**src/rtl/dsp_fifo.sv**
```systemverilog
`timescale 1ns / 1ps
// ============================================================================
// dsp_fifo: small synchronous queue
// Register based first-in first-out queue with a fill count.
// ============================================================================
module dsp_fifo #(
    parameter int WIDTH = 1,
    parameter int DEPTH = 2
) (
    input  logic                           clk,
    input  logic                           rst_n,
    input  logic                           push,
    input  logic [WIDTH-1:0]               wdata,
    output logic                           full,
    input  logic                           pop,
    output logic [WIDTH-1:0]               rdata,
    output logic                           empty,
    output logic [$clog2(DEPTH+1)-1:0]     count
);

    localparam int PTR = (DEPTH > 1) ? $clog2(DEPTH) : 1;
    localparam int CNT = $clog2(DEPTH + 1);

    logic [WIDTH-1:0] mem_reg [DEPTH];
    logic [PTR-1:0]   wr_ptr_reg, wr_ptr_next;
    logic [PTR-1:0]   rd_ptr_reg, rd_ptr_next;
    logic [CNT-1:0]   count_reg, count_next;
    logic             do_push, do_pop;

    assign full    = (count_reg == CNT'(DEPTH));
    assign empty   = (count_reg == '0);
    assign count   = count_reg;
    assign rdata   = mem_reg[rd_ptr_reg];
    assign do_push = push && !full;
    assign do_pop  = pop && !empty;

    always_comb
    begin
        wr_ptr_next = wr_ptr_reg;
        rd_ptr_next = rd_ptr_reg;
        count_next  = count_reg;
        if (do_push)
        begin
            wr_ptr_next = (wr_ptr_reg == PTR'(DEPTH - 1)) ? '0 : wr_ptr_reg + 1'b1;
        end
        if (do_pop)
        begin
            rd_ptr_next = (rd_ptr_reg == PTR'(DEPTH - 1)) ? '0 : rd_ptr_reg + 1'b1;
        end
        if (do_push && !do_pop)
        begin
            count_next = count_reg + 1'b1;
        end
        else if (do_pop && !do_push)
        begin
            count_next = count_reg - 1'b1;
        end
    end

    always_ff @(posedge clk or negedge rst_n)
    begin
        if (!rst_n)
        begin
            wr_ptr_reg <= '0;
            rd_ptr_reg <= '0;
            count_reg  <= '0;
        end
        else
        begin
            wr_ptr_reg <= wr_ptr_next;
            rd_ptr_reg <= rd_ptr_next;
            count_reg  <= count_next;
        end
    end

    always_ff @(posedge clk)
    begin
        if (do_push)
        begin
            mem_reg[wr_ptr_reg] <= wdata;
        end
    end

endmodule

```
**config.mk**
```make
export PLATFORM = sky130hd
export DESIGN_NAME = dsp_fifo
export DESIGN_NICKNAME = d
export VERILOG_FILES = /design/src/rtl/dsp_fifo.sv
export SDC_FILE = /design/constraint.sdc
export NUM_CORES = 1
export LEC_CHECK = 0
export ABC_AREA = 1
export BUFFER_PORTS_ARGS = -buffer_cell sky130_fd_sc_hd__buf_2
export CAP_MARGIN = 20
export CORE_AREA = 4 4 41 43
export CTS_CLUSTER_SIZE = 24
export DETAILED_ROUTE_END_ITERATION = 8
export DIE_AREA = 0 0 45 47
export PLACE_DENSITY_LB_ADDON = 0.15
export SLEW_MARGIN = 0
export SYNTH_ARGS = -nofsm -noshare
export SYNTH_HDL_FRONTEND = slang
export SYNTH_SLANG_ARGS = --single-unit
```
**constraint.sdc**
```tcl
create_clock -name clk -period 1.2 [get_ports clk]
set_input_delay 0.06 -clock clk [delete_from_list [all_inputs] [get_ports clk]]
set_output_delay 0.06 -clock clk [all_outputs]
set_load 0.02 [all_outputs]
```
# [Word-level counts from Yosys, hierarchy flattened]
# Memories as Yosys holds them, arrays and structs flattened.
# Index checks and enable logic that the tools add are counted.
[totals] regBits=4 latchBits=0 ram_bits=2 rom_bits=0 in_bits=5 out_inout_bits=5 wordCells=25 memories=1
[memory_table] name="mem_reg" depth=2 width=1 read_ports=1 rd_ports_with_merged_regs=0 write_ports=1 line="24" rtl="logic [WIDTH-1:0] mem_reg [DEPTH];"
[classes] n_addsub=4 n_mul=0 div_mod_pow=0 n_lt_le_gt_ge=0 n_eq_ne=1 shift=0 muxes=6 bitwise_logic=0 n_reduce_logical=10
[ops] op="logical AND 1 bit" count=4
[ops] op="logical NOT 1 bit" count=4
[ops] op="2-to-1 mux 1 bit" count=4
[ops] op="2-to-1 mux 2 bit" count=2
[ops] op="adder 1 bit (second input constant)" count=2
[ops] op="adder 2 x 1 -> 2 bit (second input constant)" count=1
[ops] op="equality test 2 bit (second input constant)" count=1
[ops] op="logical NOT 2 bit" count=1
[ops] op="nonzero test 2 bit" count=1
[ops] op="subtractor 2 x 1 -> 2 bit (second input constant)" count=1

# [Depth between registers and ports, before layout]
[logic_depth] depth_word=7 depth_mapped=9 mapped_depth_nobuf=9

# [Worst setup path before layout]
# No wires, ideal clock.
[synth_timing] path_type="register to register" start="register count_reg[1], in the netlist count[1]" end="register count_reg[1], in the netlist count[1]" setup_time_ps=117 t_arrival_ps=1417 required_time_ps=1083 path_slack_ps=-334 path_stages_with_launch=9 path_buffers=0 period_less_slack_ps=1534 path_cell_list="dfrtp_1 inv_1 nor2_2 nor2_2 ha_1 inv_1 nand3_1 nand2_1 nand2_1"
[synth_via] elab_chain_cells=6 word_cells_on_any_way=15 classes_between="add/sub: 2; eq/ne: 1; mux: 2; reduce/logical: 10"
[synth_rtl] element="start: declaration" line="27" rtl="logic [CNT-1:0] count_reg, count_next;"
[synth_rtl] element="start signal: assignment" line="72" rtl="count_reg <= count_next;"
[synth_rtl] element="equality test 2 bit (*)" line="30" rtl="assign full = (count_reg == CNT'(DEPTH));"
[synth_rtl] element="net full" line="14" rtl="output logic full,"
[synth_rtl] element="logical NOT 1 bit (*)" line="34" rtl="assign do_push = push && !full;"
[synth_rtl] element="logical AND 1 bit (*)" line="34"
[synth_rtl] element="logical NOT 1 bit" line="54" rtl="else if (do_pop && !do_push)"
[synth_rtl] element="logical AND 1 bit" line="54"
[synth_rtl] element="nonzero test 2 bit (no line)"
# The timed path passes the listed nets; every way through them passes the cells marked *. The select of a mux whose other input is x is not followed.
# A chain may end at the register's enable or synchronous reset.

# [Final worst setup path]
[layout_timing] start="register count_reg[1], in the netlist count[1]" end="register count_reg[1], in the netlist count[1]"
[layout_via] elab_chain_cells=6 word_cells_on_any_way=15 classes_between="add/sub: 2; eq/ne: 1; mux: 2; reduce/logical: 10"
[layout_rtl] element="equality test 2 bit / logical NOT 2 bit (equally long branches)" line="30, 31"
[layout_rtl] element="logical NOT 1 bit, on equally long branches" line="34, 35"
[layout_rtl] element="logical AND 1 bit, on equally long branches" line="34, 35"
[layout_rtl] element="logical NOT 1 bit, on equally long branches" line="54, 50"
[layout_rtl] element="logical AND 1 bit, on equally long branches" line="54, 50"
[layout_rtl] element="nonzero test 2 bit (no line) / 2-to-1 mux 2 bit (equally long branches)"
# Several ways; a longest one is shown, not always the timed one. The select of a mux whose other input is x is not followed.

==> flow_summary.yaml <==
power:
  p_sw_uw: 565
  pwr-share-clk: 0.143
  power.share.combinational: 0.571
  seq_power_share: 0.286
  totalPowerFinal_mw: 1.35
  ir_drop_v: 0.00105
  powerDensity_nw_per_um2: 2760
  swShare: 0.418
  internal-power_uw: 786
  p_leak_nw: 0.256
placement:
  place_hpwl_microns: 507
  placement.cell_area_sq_um: 407
  i_o_buffers: 9
  finalWeightedCongestion: 0.655
  placed_cells: 65
global_route:
  grt_antenna_before_repair: 0
  grtUsageTotal: 0.0731
  maximum_number_of_pins_on_one_net_before_global_route_repair: 6
  global_route.overflow_total: 0
  first_global_vias: 245
  grt_pass1_wl_mm: 1.04
outcome:
  violated_checks: "negative setup slack"
  status: "complete, but fails checks"
floorplan:
  core_area_sq_um: 1300
  die-width_microns: 45
  die_area_sq_um: 2120
  start_util: 0.235
  top_level_ports: 10
  rows: 13
  die-height_microns: 47
cells_and_area:
  stdcell_count: 72
  num_antenna_cells: 0
  area_growth_synth_to_finish_pct: 60.2
  final_layout_size_suffix_gt1_frac: 0.491
  finish.utilization: 0.376
  stdcell_area_sq_um: 489
  most-common-layout-cells: "sky130_fd_sc_hd__nand2_1 (11), sky130_fd_sc_hd__buf_2 (8), sky130_fd_sc_hd__buf_4 (7), sky130_fd_sc_hd__inv_1 (6), sky130_fd_sc_hd__clkbuf_4 (3)"
  final_common_cell: "sky130_fd_sc_hd__nand2_1"
  layout.nets: 64
timing:
  finalCritPeriodShare: 1.03
  achievable-frequency_mhz: 812
  finalWorstPathRequiredPeriod_ns: 1.23
  rsz0062_at_grt: "yes"
  worst-slew-pin-transition_ns: 0.182
  hold_viol_final: 0
  relSlewSlack: 0.879
  fin_worst_skew_ns: 0.00142
  setup_violations: 1
  hold-worst-slack_ns: 0.0107
  post-route-worst-setup-slack_ns: -0.0316
  slew_violations: 0
clock_network:
  h_tree_level_count: 1
  inserted_clock_buffers: 3
  clock_tree.root_cell: "sky130_fd_sc_hd__clkbuf_4"
  tritoncts: "done"
  clkTransAtPathRegs_ns: 0.05
  max-clock-path-buffers: 2
  tritoncts_num_sinks: 6
  worst_skew_pair.late_latency_ns: 0.24
setup_path:
  endpoint_kind: "flip-flop"
  worst_r2r_startpoint: "count[1]$_DFFE_PN0P_"
  buffers_inverters_on_critical_path: 2
  family_of_cells_with_the_greatest_summed_delay_on_the_critical_path: "flip-flops"
  data_required_time_at_the_worst_endpoint_ns: 1.32
  cp_data_arrival_time_ns: 1.36
  setup.worst_path.start_class: "flip-flop"
  crit_slowest_cell: "sky130_fd_sc_hd__dfrtp_2"
  critPathMaxFanout: 3
  worst-r2r-cell-count: 8
  max_stage_delay_ns: 0.42
  timing_worst_setup_path_type: "reg -> reg"
  timing.critical_path.cells: "inv_2 -> nor2_4 -> nor2_4 -> ha_4 -> inv_2 -> nand3_2 -> nand2_1 -> nand2_1"
  r2r_slack_ns: -0.03
  worst_r2r_endpoint: "count[1]$_DFFE_PN0P_"
logic_synthesis:
  synth.area.mux_share: 0
  syn-instance-count: 37
  syn_area_per_cell_sq_um: 8.25
  synth_top_family_by_area: "simple AND/OR/NAND/NOR gates"
  yosysSeqAreaShare: 0.525
  ys_warns: 0
  postSynthNetCount: 43
  synthAdderAreaFrac: 0.0410
  synth-seq-cells: 6
  xor_and_xnor_fraction_of_the_mapped_netlist_area: 0.0287
  synth_compound_gate_area_share: 0.0328
  synth_simple_gate_area_frac: 0.275
  post_synth_num_cell_types: 12
  synthesis.area_sq_um: 305
  synth_top_cell_area_share: 0.328
  ys_top_cells_by_area: "sky130_fd_sc_hd__dfrtp_1 (33%), sky130_fd_sc_hd__edfxtp_1 (20%), sky130_fd_sc_hd__nand2_1 (15%), sky130_fd_sc_hd__inv_1 (9.8%), sky130_fd_sc_hd__ha_1 (4.1%)"
  post-synth-top-area-cell: "sky130_fd_sc_hd__dfrtp_1"
job:
  drv_cap: 0
hold_path:
  timing.hold.worst_path_depth: 1
  holdCritPathClass: "in -> reg"
  worst_hold_path.endpoint: "mem_reg[0]$_DFFE_PP_"
  worstHoldStart: "wdata"
routing:
  ant_nets: 0
  wl_per_cell_microns: 8.85
  vias_post_dr: 283
  routed_wirelength_microns: 637
  post-route-drc-count: 0
  detail_route.iter0.violations: 2
  vias_per_cell: 3.93
  detail_route.first_pass.iterations: 2
[worst reg2reg max path: stages (launching register included)]
cell and delay (ns):
sky130_fd_sc_hd__dfrtp_2 0.42, sky130_fd_sc_hd__inv_2 0.08, sky130_fd_sc_hd__nor2_4 0.04, sky130_fd_sc_hd__nor2_4 0.14, sky130_fd_sc_hd__ha_4 0.22, sky130_fd_sc_hd__inv_2 0.06
sky130_fd_sc_hd__nand3_2 0.05, sky130_fd_sc_hd__nand2_1 0.06, sky130_fd_sc_hd__nand2_1 0.04
[power by group through the flow]
stage               combinational [mW]  sequential (mW)  clock (mW)
floorplan                        0.353            0.433           0
global placement                 0.634            0.386           0
detailed placement               0.634            0.389           0
CTS                              0.677            0.386       0.202
global route                     0.858            0.397       0.219
finish                           0.771            0.387       0.193
[logic make-up after synthesis]
| logic type | after synthesis |
|---|---|
| simple gates | 19 |
| xor+xnor | 1 |
| buf+inv | 8 |
| fa+ha+maj | 1 |
| compound gates | 2 |
| flops | 6 |
[synth_stat cells, drive strengths merged]
cell type,n
nand4,1
xnor2,1
dfrtp,4
nand2,12
nand3,1
o21ai,2
edfxtp,2
inv,8
nor2,4
ha,1
nand3b,1
[timing repair]
item / 4_1_cts / 5_1_grt
buffers inserted: 1 / 1
resized for setup: 2 / 7
hold buffers: 1 / 0
endpoints found under the setup margin: 2 / 5
hold endpoints to repair: 4 / 0
pin swaps: 0 / 5
[metrics by stage]
stage | setup WS (ns) | setup TNS, ns
2_1_floorplan | -0.178 | -0.256
3_3_place_gp | -0.199 | -0.302
3_5_place_dp | -0.182 | -0.272
4_1_cts | -0.0780 | -0.0780
5_1_grt | -0.102 | -0.187
6_report | -0.0316 | -0.0316
[layout make-up]
| type | count | area, sq um |
|---|---|---|
| Clock buffer | 4 | 26.3 |
| Fill cell | 147 | 812 |
| Inverter | 8 | 30.0 |
| Multi-Input combinational cell | 23 | 149 |
| Sequential cell | 6 | 163 |
| Tap cell | 15 | 18.8 |
| Timing Repair Buffer | 16 | 103 |
[layer usage]
layer,wire (microns),vias to the layer above,GRT usage
met5,0,-,0
met4,9,0,0.0702
met3,68,2,0.0345
met2,248,9,0.0819
met1,310,118,0.0972
li1,-,154,-
[worst max path at each step]
stage,depth (start not counted),startpoint,end
6_report,8,count[1]$_DFFE_PN0P_,count[1]$_DFFE_PN0P_
5_1_grt,8,count[1]$_DFFE_PN0P_,count[1]$_DFFE_PN0P_
4_1_cts,8,count[1]$_DFFE_PN0P_,count[1]$_DFFE_PN0P_
3_5_place_dp,6,count[1]$_DFFE_PN0P_,count[1]$_DFFE_PN0P_
3_3_place_gp,6,count[1]$_DFFE_PN0P_,count[1]$_DFFE_PN0P_
2_1_floorplan,8,count[1]$_DFFE_PN0P_,count[1]$_DFFE_PN0P_
(Power assumes the default switching activity.)
