--- config.mk ---
export PLATFORM = sky130hd
export DESIGN_NAME = dsp_front
export DESIGN_NICKNAME = d
export VERILOG_FILES = /design/src/rtl/dsp_pkg.sv /design/src/rtl/dsp_front.sv
export SDC_FILE = /design/constraint.sdc
export NUM_CORES = 1
export LEC_CHECK = 0
export BUFFER_PORTS_ARGS = -buffer_cell sky130_fd_sc_hd__buf_2
export CORE_MARGIN = 2
export CORE_UTILIZATION = 40
export DETAILED_ROUTE_END_ITERATION = 12
export PLACE_DENSITY = 0.81
export RECOVER_POWER = 50
export SLEW_MARGIN = 10
export SYNTH_ARGS = -nofsm -noshare
export SYNTH_HDL_FRONTEND = slang
export SYNTH_SLANG_ARGS = --single-unit
--- constraint.sdc ---
create_clock -name clk -period 2.25 [get_ports clk]
set_input_delay 0.1125 -clock clk [delete_from_list [all_inputs] [get_ports clk]]
set_output_delay 0.1125 -clock clk [all_outputs]
set_load 0.005 [all_outputs]
--- src/rtl/dsp_pkg.sv ---
`timescale 1ns / 1ps
// ============================================================================
// dsp_pkg: shared types and constants of the diffusion stencil pass
// Holds field widths, configuration codes, reset values and the work item
// that travels from the front end to the back end.
// ============================================================================
package dsp_pkg;

    localparam int VALUE_BITS = 32;
    localparam int RATE_BITS  = 16;
    localparam int SIDE_BITS  = 6;

    localparam int MAX_SIDE_DEFAULT = 32;

    // Configuration port.
    localparam int CFG_IDX_BITS  = 1;
    localparam int CFG_DATA_BITS = 16;

    typedef enum logic [CFG_IDX_BITS-1:0] {
        CFG_GRID_SIZE = 1'b0,
        CFG_RATE      = 1'b1
    } cfg_index_t;

    localparam logic [SIDE_BITS-1:0] GRID_SIZE_RESET = 6'd32;
    localparam logic [RATE_BITS-1:0] RATE_RESET      = 16'd15729;

    // Queue depths between the parts.
    localparam int IN_DEPTH     = 2;
    localparam int OUT_DEPTH    = 8;
    localparam int OUT_CNT_BITS = $clog2(OUT_DEPTH + 1);

    // Arithmetic widths.
    localparam int DIFF_BITS  = VALUE_BITS + 1;
    localparam int PROD_BITS  = DIFF_BITS + RATE_BITS;
    localparam int TRANS_BITS = DIFF_BITS + 1;
    localparam int SUM_BITS   = VALUE_BITS + 5;

    localparam logic signed [SUM_BITS-1:0] SAT_HI =
        {{(SUM_BITS - VALUE_BITS + 1){1'b0}}, {(VALUE_BITS - 1){1'b1}}};
    localparam logic signed [SUM_BITS-1:0] SAT_LO =
        {{(SUM_BITS - VALUE_BITS + 1){1'b1}}, {(VALUE_BITS - 1){1'b0}}};

    typedef logic signed [VALUE_BITS-1:0] value_t;
    typedef logic [1:0] bank_t;

    localparam bank_t BANK_UP_RESET  = 2'd0;
    localparam bank_t BANK_MID_RESET = 2'd1;
    localparam bank_t BANK_CUR_RESET = 2'd2;

    // One classified cell, as handed from the front end to the back end.
    typedef struct packed {
        value_t                 value;
        logic [SIDE_BITS-1:0]   col;
        logic [SIDE_BITS-1:0]   n;
        logic                   row_end;
        logic                   last_row;
        logic                   has_out;
        logic                   has_up;
    } item_t;

endpackage

--- src/rtl/dsp_front.sv ---
`timescale 1ns / 1ps
// ============================================================================
// dsp_front: raster position tracking and cell classification
// Accepts cells, tracks their row and column and tags each one with the
// facts the back end needs to update the grid.
// ============================================================================
module dsp_front #(
    parameter int MAX_SIDE = dsp_pkg::MAX_SIDE_DEFAULT
) (
    input  logic                             clk,
    input  logic                             rst_n,
    input  logic                             push,
    input  dsp_pkg::value_t                  cell_value,
    input  logic [dsp_pkg::SIDE_BITS-1:0]    grid_size,
    input  logic                             q_full,
    output logic                             q_push,
    output dsp_pkg::item_t                   q_item
);

    localparam int PW = (MAX_SIDE > 1) ? $clog2(MAX_SIDE) : 1;
    localparam int SB = dsp_pkg::SIDE_BITS;

    logic [PW-1:0] row_reg, row_next;
    logic [PW-1:0] col_reg, col_next;
    logic [SB-1:0] side;
    logic [SB:0]   col_plus, row_plus;
    logic          row_end, last_row, accept;

    // A size of zero acts as one, a size above the maximum as the maximum.
    always_comb
    begin
        if (grid_size == '0)
        begin
            side = SB'(1);
        end
        else if (grid_size > SB'(MAX_SIDE))
        begin
            side = SB'(MAX_SIDE);
        end
        else
        begin
            side = grid_size;
        end
    end

    assign col_plus = (SB + 1)'(col_reg) + (SB + 1)'(1);
    assign row_plus = (SB + 1)'(row_reg) + (SB + 1)'(1);
    assign row_end  = (col_plus >= {1'b0, side});
    assign last_row = (row_plus >= {1'b0, side});
    assign accept   = push && !q_full;

    always_comb
    begin
        q_item.value    = cell_value;
        q_item.col      = SB'(col_reg);
        q_item.n        = side;
        q_item.row_end  = row_end;
        q_item.last_row = last_row;
        q_item.has_out  = (row_reg != '0);
        q_item.has_up   = (row_reg > PW'(1));
    end
    assign q_push = accept;

    always_comb
    begin
        row_next = row_reg;
        col_next = col_reg;
        if (accept)
        begin
            if (row_end && last_row)
            begin
                row_next = '0;
                col_next = '0;
            end
            else if (row_end)
            begin
                row_next = row_reg + 1'b1;
                col_next = '0;
            end
            else
            begin
                col_next = col_reg + 1'b1;
            end
        end
    end

    always_ff @(posedge clk or negedge rst_n)
    begin
        if (!rst_n)
        begin
            row_reg <= '0;
            col_reg <= '0;
        end
        else
        begin
            row_reg <= row_next;
            col_reg <= col_next;
        end
    end

endmodule

### Yosys cells after proc, flatten, opt, wreduce, memory -nomap -nowiden

Index checks and enable logic that the tools add are counted.

| operators by class | value |
|---|---|
| $lt $le $gt $ge | 4 |
| reduce and logical (&&, ||, !) cells | 7 |
| multiplexer cells | 6 |
| add/subtract/negate cells | 4 |

Operators by type and width:

| kind | number |
|---|---|
| 2-to-1 mux 5 bit | 4 |
| adder 5 x 1 -> 6 bit, second input constant | 2 |
| >= comparator 6 bit | 2 |
| 2-to-1 mux 6 bit | 2 |
| adder 5 x 1 -> 5 bit, second input constant | 2 |
| greater-than comparator 6 bit, second input constant | 1 |
| zero test 6 bit | 1 |
| greater-than comparator 5 x 1 -> 1 bit, second input constant | 1 |
| nonzero test 5 bit | 1 |
| logical AND 1 bit | 2 |
| AND reduction 2 bit | 1 |
| nonzero test 2 bit | 1 |
| zero test 1 bit | 1 |

| storage, ports and cells | value |
|---|---|
| bits in registers | 10 |
| word-level logic and storage cells | 23 |
| output and inout port bits | 49 |

### Logic depth before layout (Yosys ltp)

| logic depth | value |
|---|---|
| word-level depth | 7 |
| mapped depth | 9 |
| depth with buffers taken out | 9 |

### Worst setup path after synthesis

OpenSTA, ideal clock, no wires.

| timing path | value |
|---|---|
| path type | register -> register |
| start point | register col_reg[0] |
| end point | register row_reg[0] |
| arrival time | 1.994 ns |
| path buffers | 0 |
| clock period less this slack | 2.119 ns |
| slack | 0.131 ns |
| cell stages (with the launch flop) | 10 |
| data required time | 2.125 ns |
| setup time | 0.125 ns |
| cell sequence | dfrtp_1 -> ha_1 -> nand3_1 -> xnor2_1 -> ha_1 -> nand4_1 -> nor2_1 -> a211oi_4 -> nor2_2 -> mux2_4 |

| on the way | value |
|---|---|
| word-level cells in the longest chain between the ends | 5 |
| elaborated cells between the ends (all ways) | 6 |
| classes of those cells | add/sub (1); order compare (1); mux (1); reduce/logical (3) |

RTL lines:

| what | RTL line | RTL |
|---|---|---|
| from (decl) | dsp_front.sv:24 | `logic [PW-1:0] col_reg, col_next;` |
| from (signal assigned) | dsp_front.sv:97 | `col_reg <= col_next;` |
| adder 5 x 1 -> 6 bit * | dsp_front.sv:46 | `assign col_plus = (SB + 1)'(col_reg) + (SB + 1)'(1);` |
| >= comparator 6 bit * | dsp_front.sv:48 | `assign row_end = (col_plus >= {1'b0, side});` |
| logical AND 1 bit | dsp_front.sv:70 | `if (row_end && last_row)` |
| nonzero test 2 bit (no source line) | -- |  |
| AND reduction 2 bit (no source line) | -- |  |
| to (signal assigned) | dsp_front.sv:96 | `row_reg <= row_next;` |
| to (decl) | dsp_front.sv:23 | `logic [PW-1:0] row_reg, row_next;` |

Every way passes the cells marked *; elsewhere a longest branch is shown, timed or not.
A chain may end at the register's enable or synchronous reset.

### Worst setup path in the final report

| timing path | value |
|---|---|
| start point | register col_reg[1] |
| end point | register row_reg[0] |

Same word-level chain as after synthesis.

==> flow_metrics.tcl <==
set metrics [dict create \
    via_count 904 \
    multi_input_area_sq_um 681.9 \
    r2r-start "col_reg[1]" \
    clockPowerShare_pct 12.4 \
    cts_root_buf "clkbuf_4" \
    clockBufferDepth 2 \
    fin_crit_sh_pct 97.18 \
    synth_enable_flop_cells 0 \
    dr.pass1.iters 4 \
    worst_path_largest_cell_delay_ps 410 \
    worstPathMaxFanout 5 \
    place.gp.congestion 0.8929 \
    area_growth_pct 4.316 \
    antenna_cells 0 \
    regArea_sq_um 251.5 \
    htree_levels 1 \
    drive_gt1_share_pct 39.42 \
    fin_skew_ps 3.776 \
    cp.arrival_ps 2340 \
    drc_errors 0 \
    yosys_warnings 0 \
    hold_class "input pin to async pin" \
    drtAntennaViolNets 0 \
    synth_top_area_share_pct 22.11 \
    clock_latency_ps 270 \
    required_ps 2410 \
    ys_async_sr_fraction_pct 100.0 \
    hold_ws_ps 225.0 \
    num-nets-final 196 \
    p_int_uw 776.5 \
    via_per_inst 5.381 \
    power.switching_uw 551.9 \
    yosysTopAreaCell "buf_4" \
    avgSynthCellArea_sq_um 8.805 \
    finalHoldViolations 0 \
    synth_area_leaders "buf_4 (22%), dfrtp_1 (21%), ha_1 (17%)" \
    power_frac_seq_pct 25.4 \
    synth_cell_types 30 \
    total_power_mw 1.328 \
    synth-seq-cells 10 \
    sw_frac_of_total_pct 41.55 \
    grt_start_max_net_pins 11 \
    p_leak_nw 0.6597 \
    die-width_microns 58.51 \
    rsz0062_at_grt "true" \
    finalSetupViolCount 0 \
    crit_slowest_cell "dfrtp_1" \
    drtIter0Drc 14 \
    cts_tree "yes" \
    wl_microns 2499 \
    die_area_sq_um 3423 \
    grt_overflow_total 0 \
    cts_sinks 10 \
    post-route-min-period_ps 2187 \
    crit_path_start_kind "flop" \
    maxCapViolCount 0 \
    cts_buffers 3 \
    finalMaxSlewViolations 0 \
    pin_count 91 \
    grt_pass1_wl_microns 4140 \
    rows 19 \
    grt_pass1_vias 945 \
    synth_fp_nets 193 \
    path_cells "ha_4, nand3_1, xnor2_2, ha_1, nand4_1, nor2_1, a211oi_4, nor2_2, mux2_4" \
    peakVddDrop_uv 576.5 \
    clkTransAtPathRegs_ps 70 \
    start_util_pct 42.74 \
    synth_cells 135 \
    synth_most_common_cell "buf_4" \
    hpwl_microns 1989 \
    portBuffers 25 \
    dieHeight_microns 58.51 \
    synth_ff_type "dfrtp_1" \
    antenna_found_initial 0 \
    yosys-top-cells-count "buf_4 (35), ha_1 (16), dfrtp_1 (10), nand2_1 (10), nor2_1 (9)" \
    globalRouteTotalUtil_pct 15.65 \
    clock.fmax_ghz 0.4573 \
    synth_area_sq_um 1189 \
    worst_setup_path_end_kind "flop" \
    core-area_sq_um 2781 \
    nFillCells 272 \
    seq_area_frac_synth_pct 21.05 \
    crit_start "col_reg[1]" \
    pwr-share-comb_pct 62.3 \
    crit_type "flop to flop" \
    cellPowerDensity_nw_per_um2 1071 \
    wl_per_cell_microns 14.88 \
    status "finished clean" \
]
[power groups by stage]
stage	logic (mW)	clock network [mW]	registers [mW]
floorplan	0.557	0	0.319
global placement	0.669	0	0.324
detailed placement	0.702	0	0.331
CTS	0.715	0.171	0.330
global route	0.929	0.183	0.345
finish	0.827	0.164	0.337
[path summary, 6_finish.rpt]
path                               to  slack, ps  depth (start not counted)
setup / recovery           row_reg[0]         60                          9
hold / removal             row_reg[1]        230                          2
setup reg to reg           row_reg[0]         60                          9
hold reg to reg            row_reg[1]        590                          1
max in group asynchronous  row_reg[0]       1810                          2
min in group clk           q_item[37]        230                          0
[metal layers]
metal  vias to the layer above  track usage (%)  share of wire [%]  routed length [microns]
met4                         0            4.983               0.52                       13
met2                        43            27.29                 54                     1341
met5                         -                0                  0                        0
met3                         2            7.253                7.2                      180
met1                       429            16.69                 39                      964
li1                        430                -                  -                        -
[placed cells by master, fill, tap and decap left out, drive strengths merged, types with 2 or more instances in the layout]
cell | netlist | layout
xnor2 | 5 | 5
buf | 36 | 33
mux2 | 2 | 2
xor2 | 3 | 3
o221ai | 2 | 2
ha | 16 | 16
nor3 | 2 | 2
inv | 8 | 8
nor2 | 10 | 10
nand2 | 10 | 10
a22o | 6 | 6
nand3 | 4 | 4
nand2b | 3 | 3
dfrtp | 10 | 10
a21oi | 8 | 8
nand4 | 2 | 2
clkbuf | 1 | 5
[layout make-up]
type	count	share of cell area [%]
inverter	8	2.422
clock buffer	4	2.926
multi-input combinational	80	54.99
timing repair buffer	35	16.25
sequential	10	20.28
tap	31	3.128
[through the flow]
| step | utilization [%] | cell area (sq um) | TNS (ps) | cells | setup WS (ps) |
|---|---|---|---|---|---|
| floorplan | - | 1189 | 0 | 135 | 131.1 |
| global placement | 39.18 | 1090 | 0 | 156 | 105.8 |
| global route | 44.58 | 1240 | -27.18 | 168 | -25.80 |
| detailed placement | 39.18 | 1090 | -14.97 | 156 | -14.97 |
| finish | 44.58 | 1240 | 0 | 168 | 63.49 |
| CTS | 41.03 | 1141 | 0 | 161 | 13.56 |
[cell families (layout without fill, tap and decap cells)]
group           count (synthesis)  in the layout  synth area share, %
compound gates                 20             20                14.00
xor+xnor                        8              8                5.895
fa+ha+maj                      16             16                16.84
buf+inv                        45             47                25.89
flops                          10             10                21.05
mux                             2              2                2.210
other cells                     1              1               0.3155
simple gates                   33             33                13.79
[critical path, delay by kind of cell, from the launching register on]
family | cells | cell delay [ps]
flops | 1 | 410
compound gates | 1 | 330
xor+xnor | 1 | 170
fa+ha+maj | 2 | 470
mux | 1 | 270
simple gates | 4 | 420
[what timing repair did]
| action | in CTS | in global routing |
|---|---|---|
| hold buffers | 1 | 0 |
| resized for setup | 2 | 8 |
| pin swaps | 1 | 3 |
| setup buffers | 0 | 7 |
| endpoints found under the setup margin | 2 | 7 |
| endpoints found under the hold margin | 10 | 0 |
No activity file was read; power rests on OpenSTA's default activity.
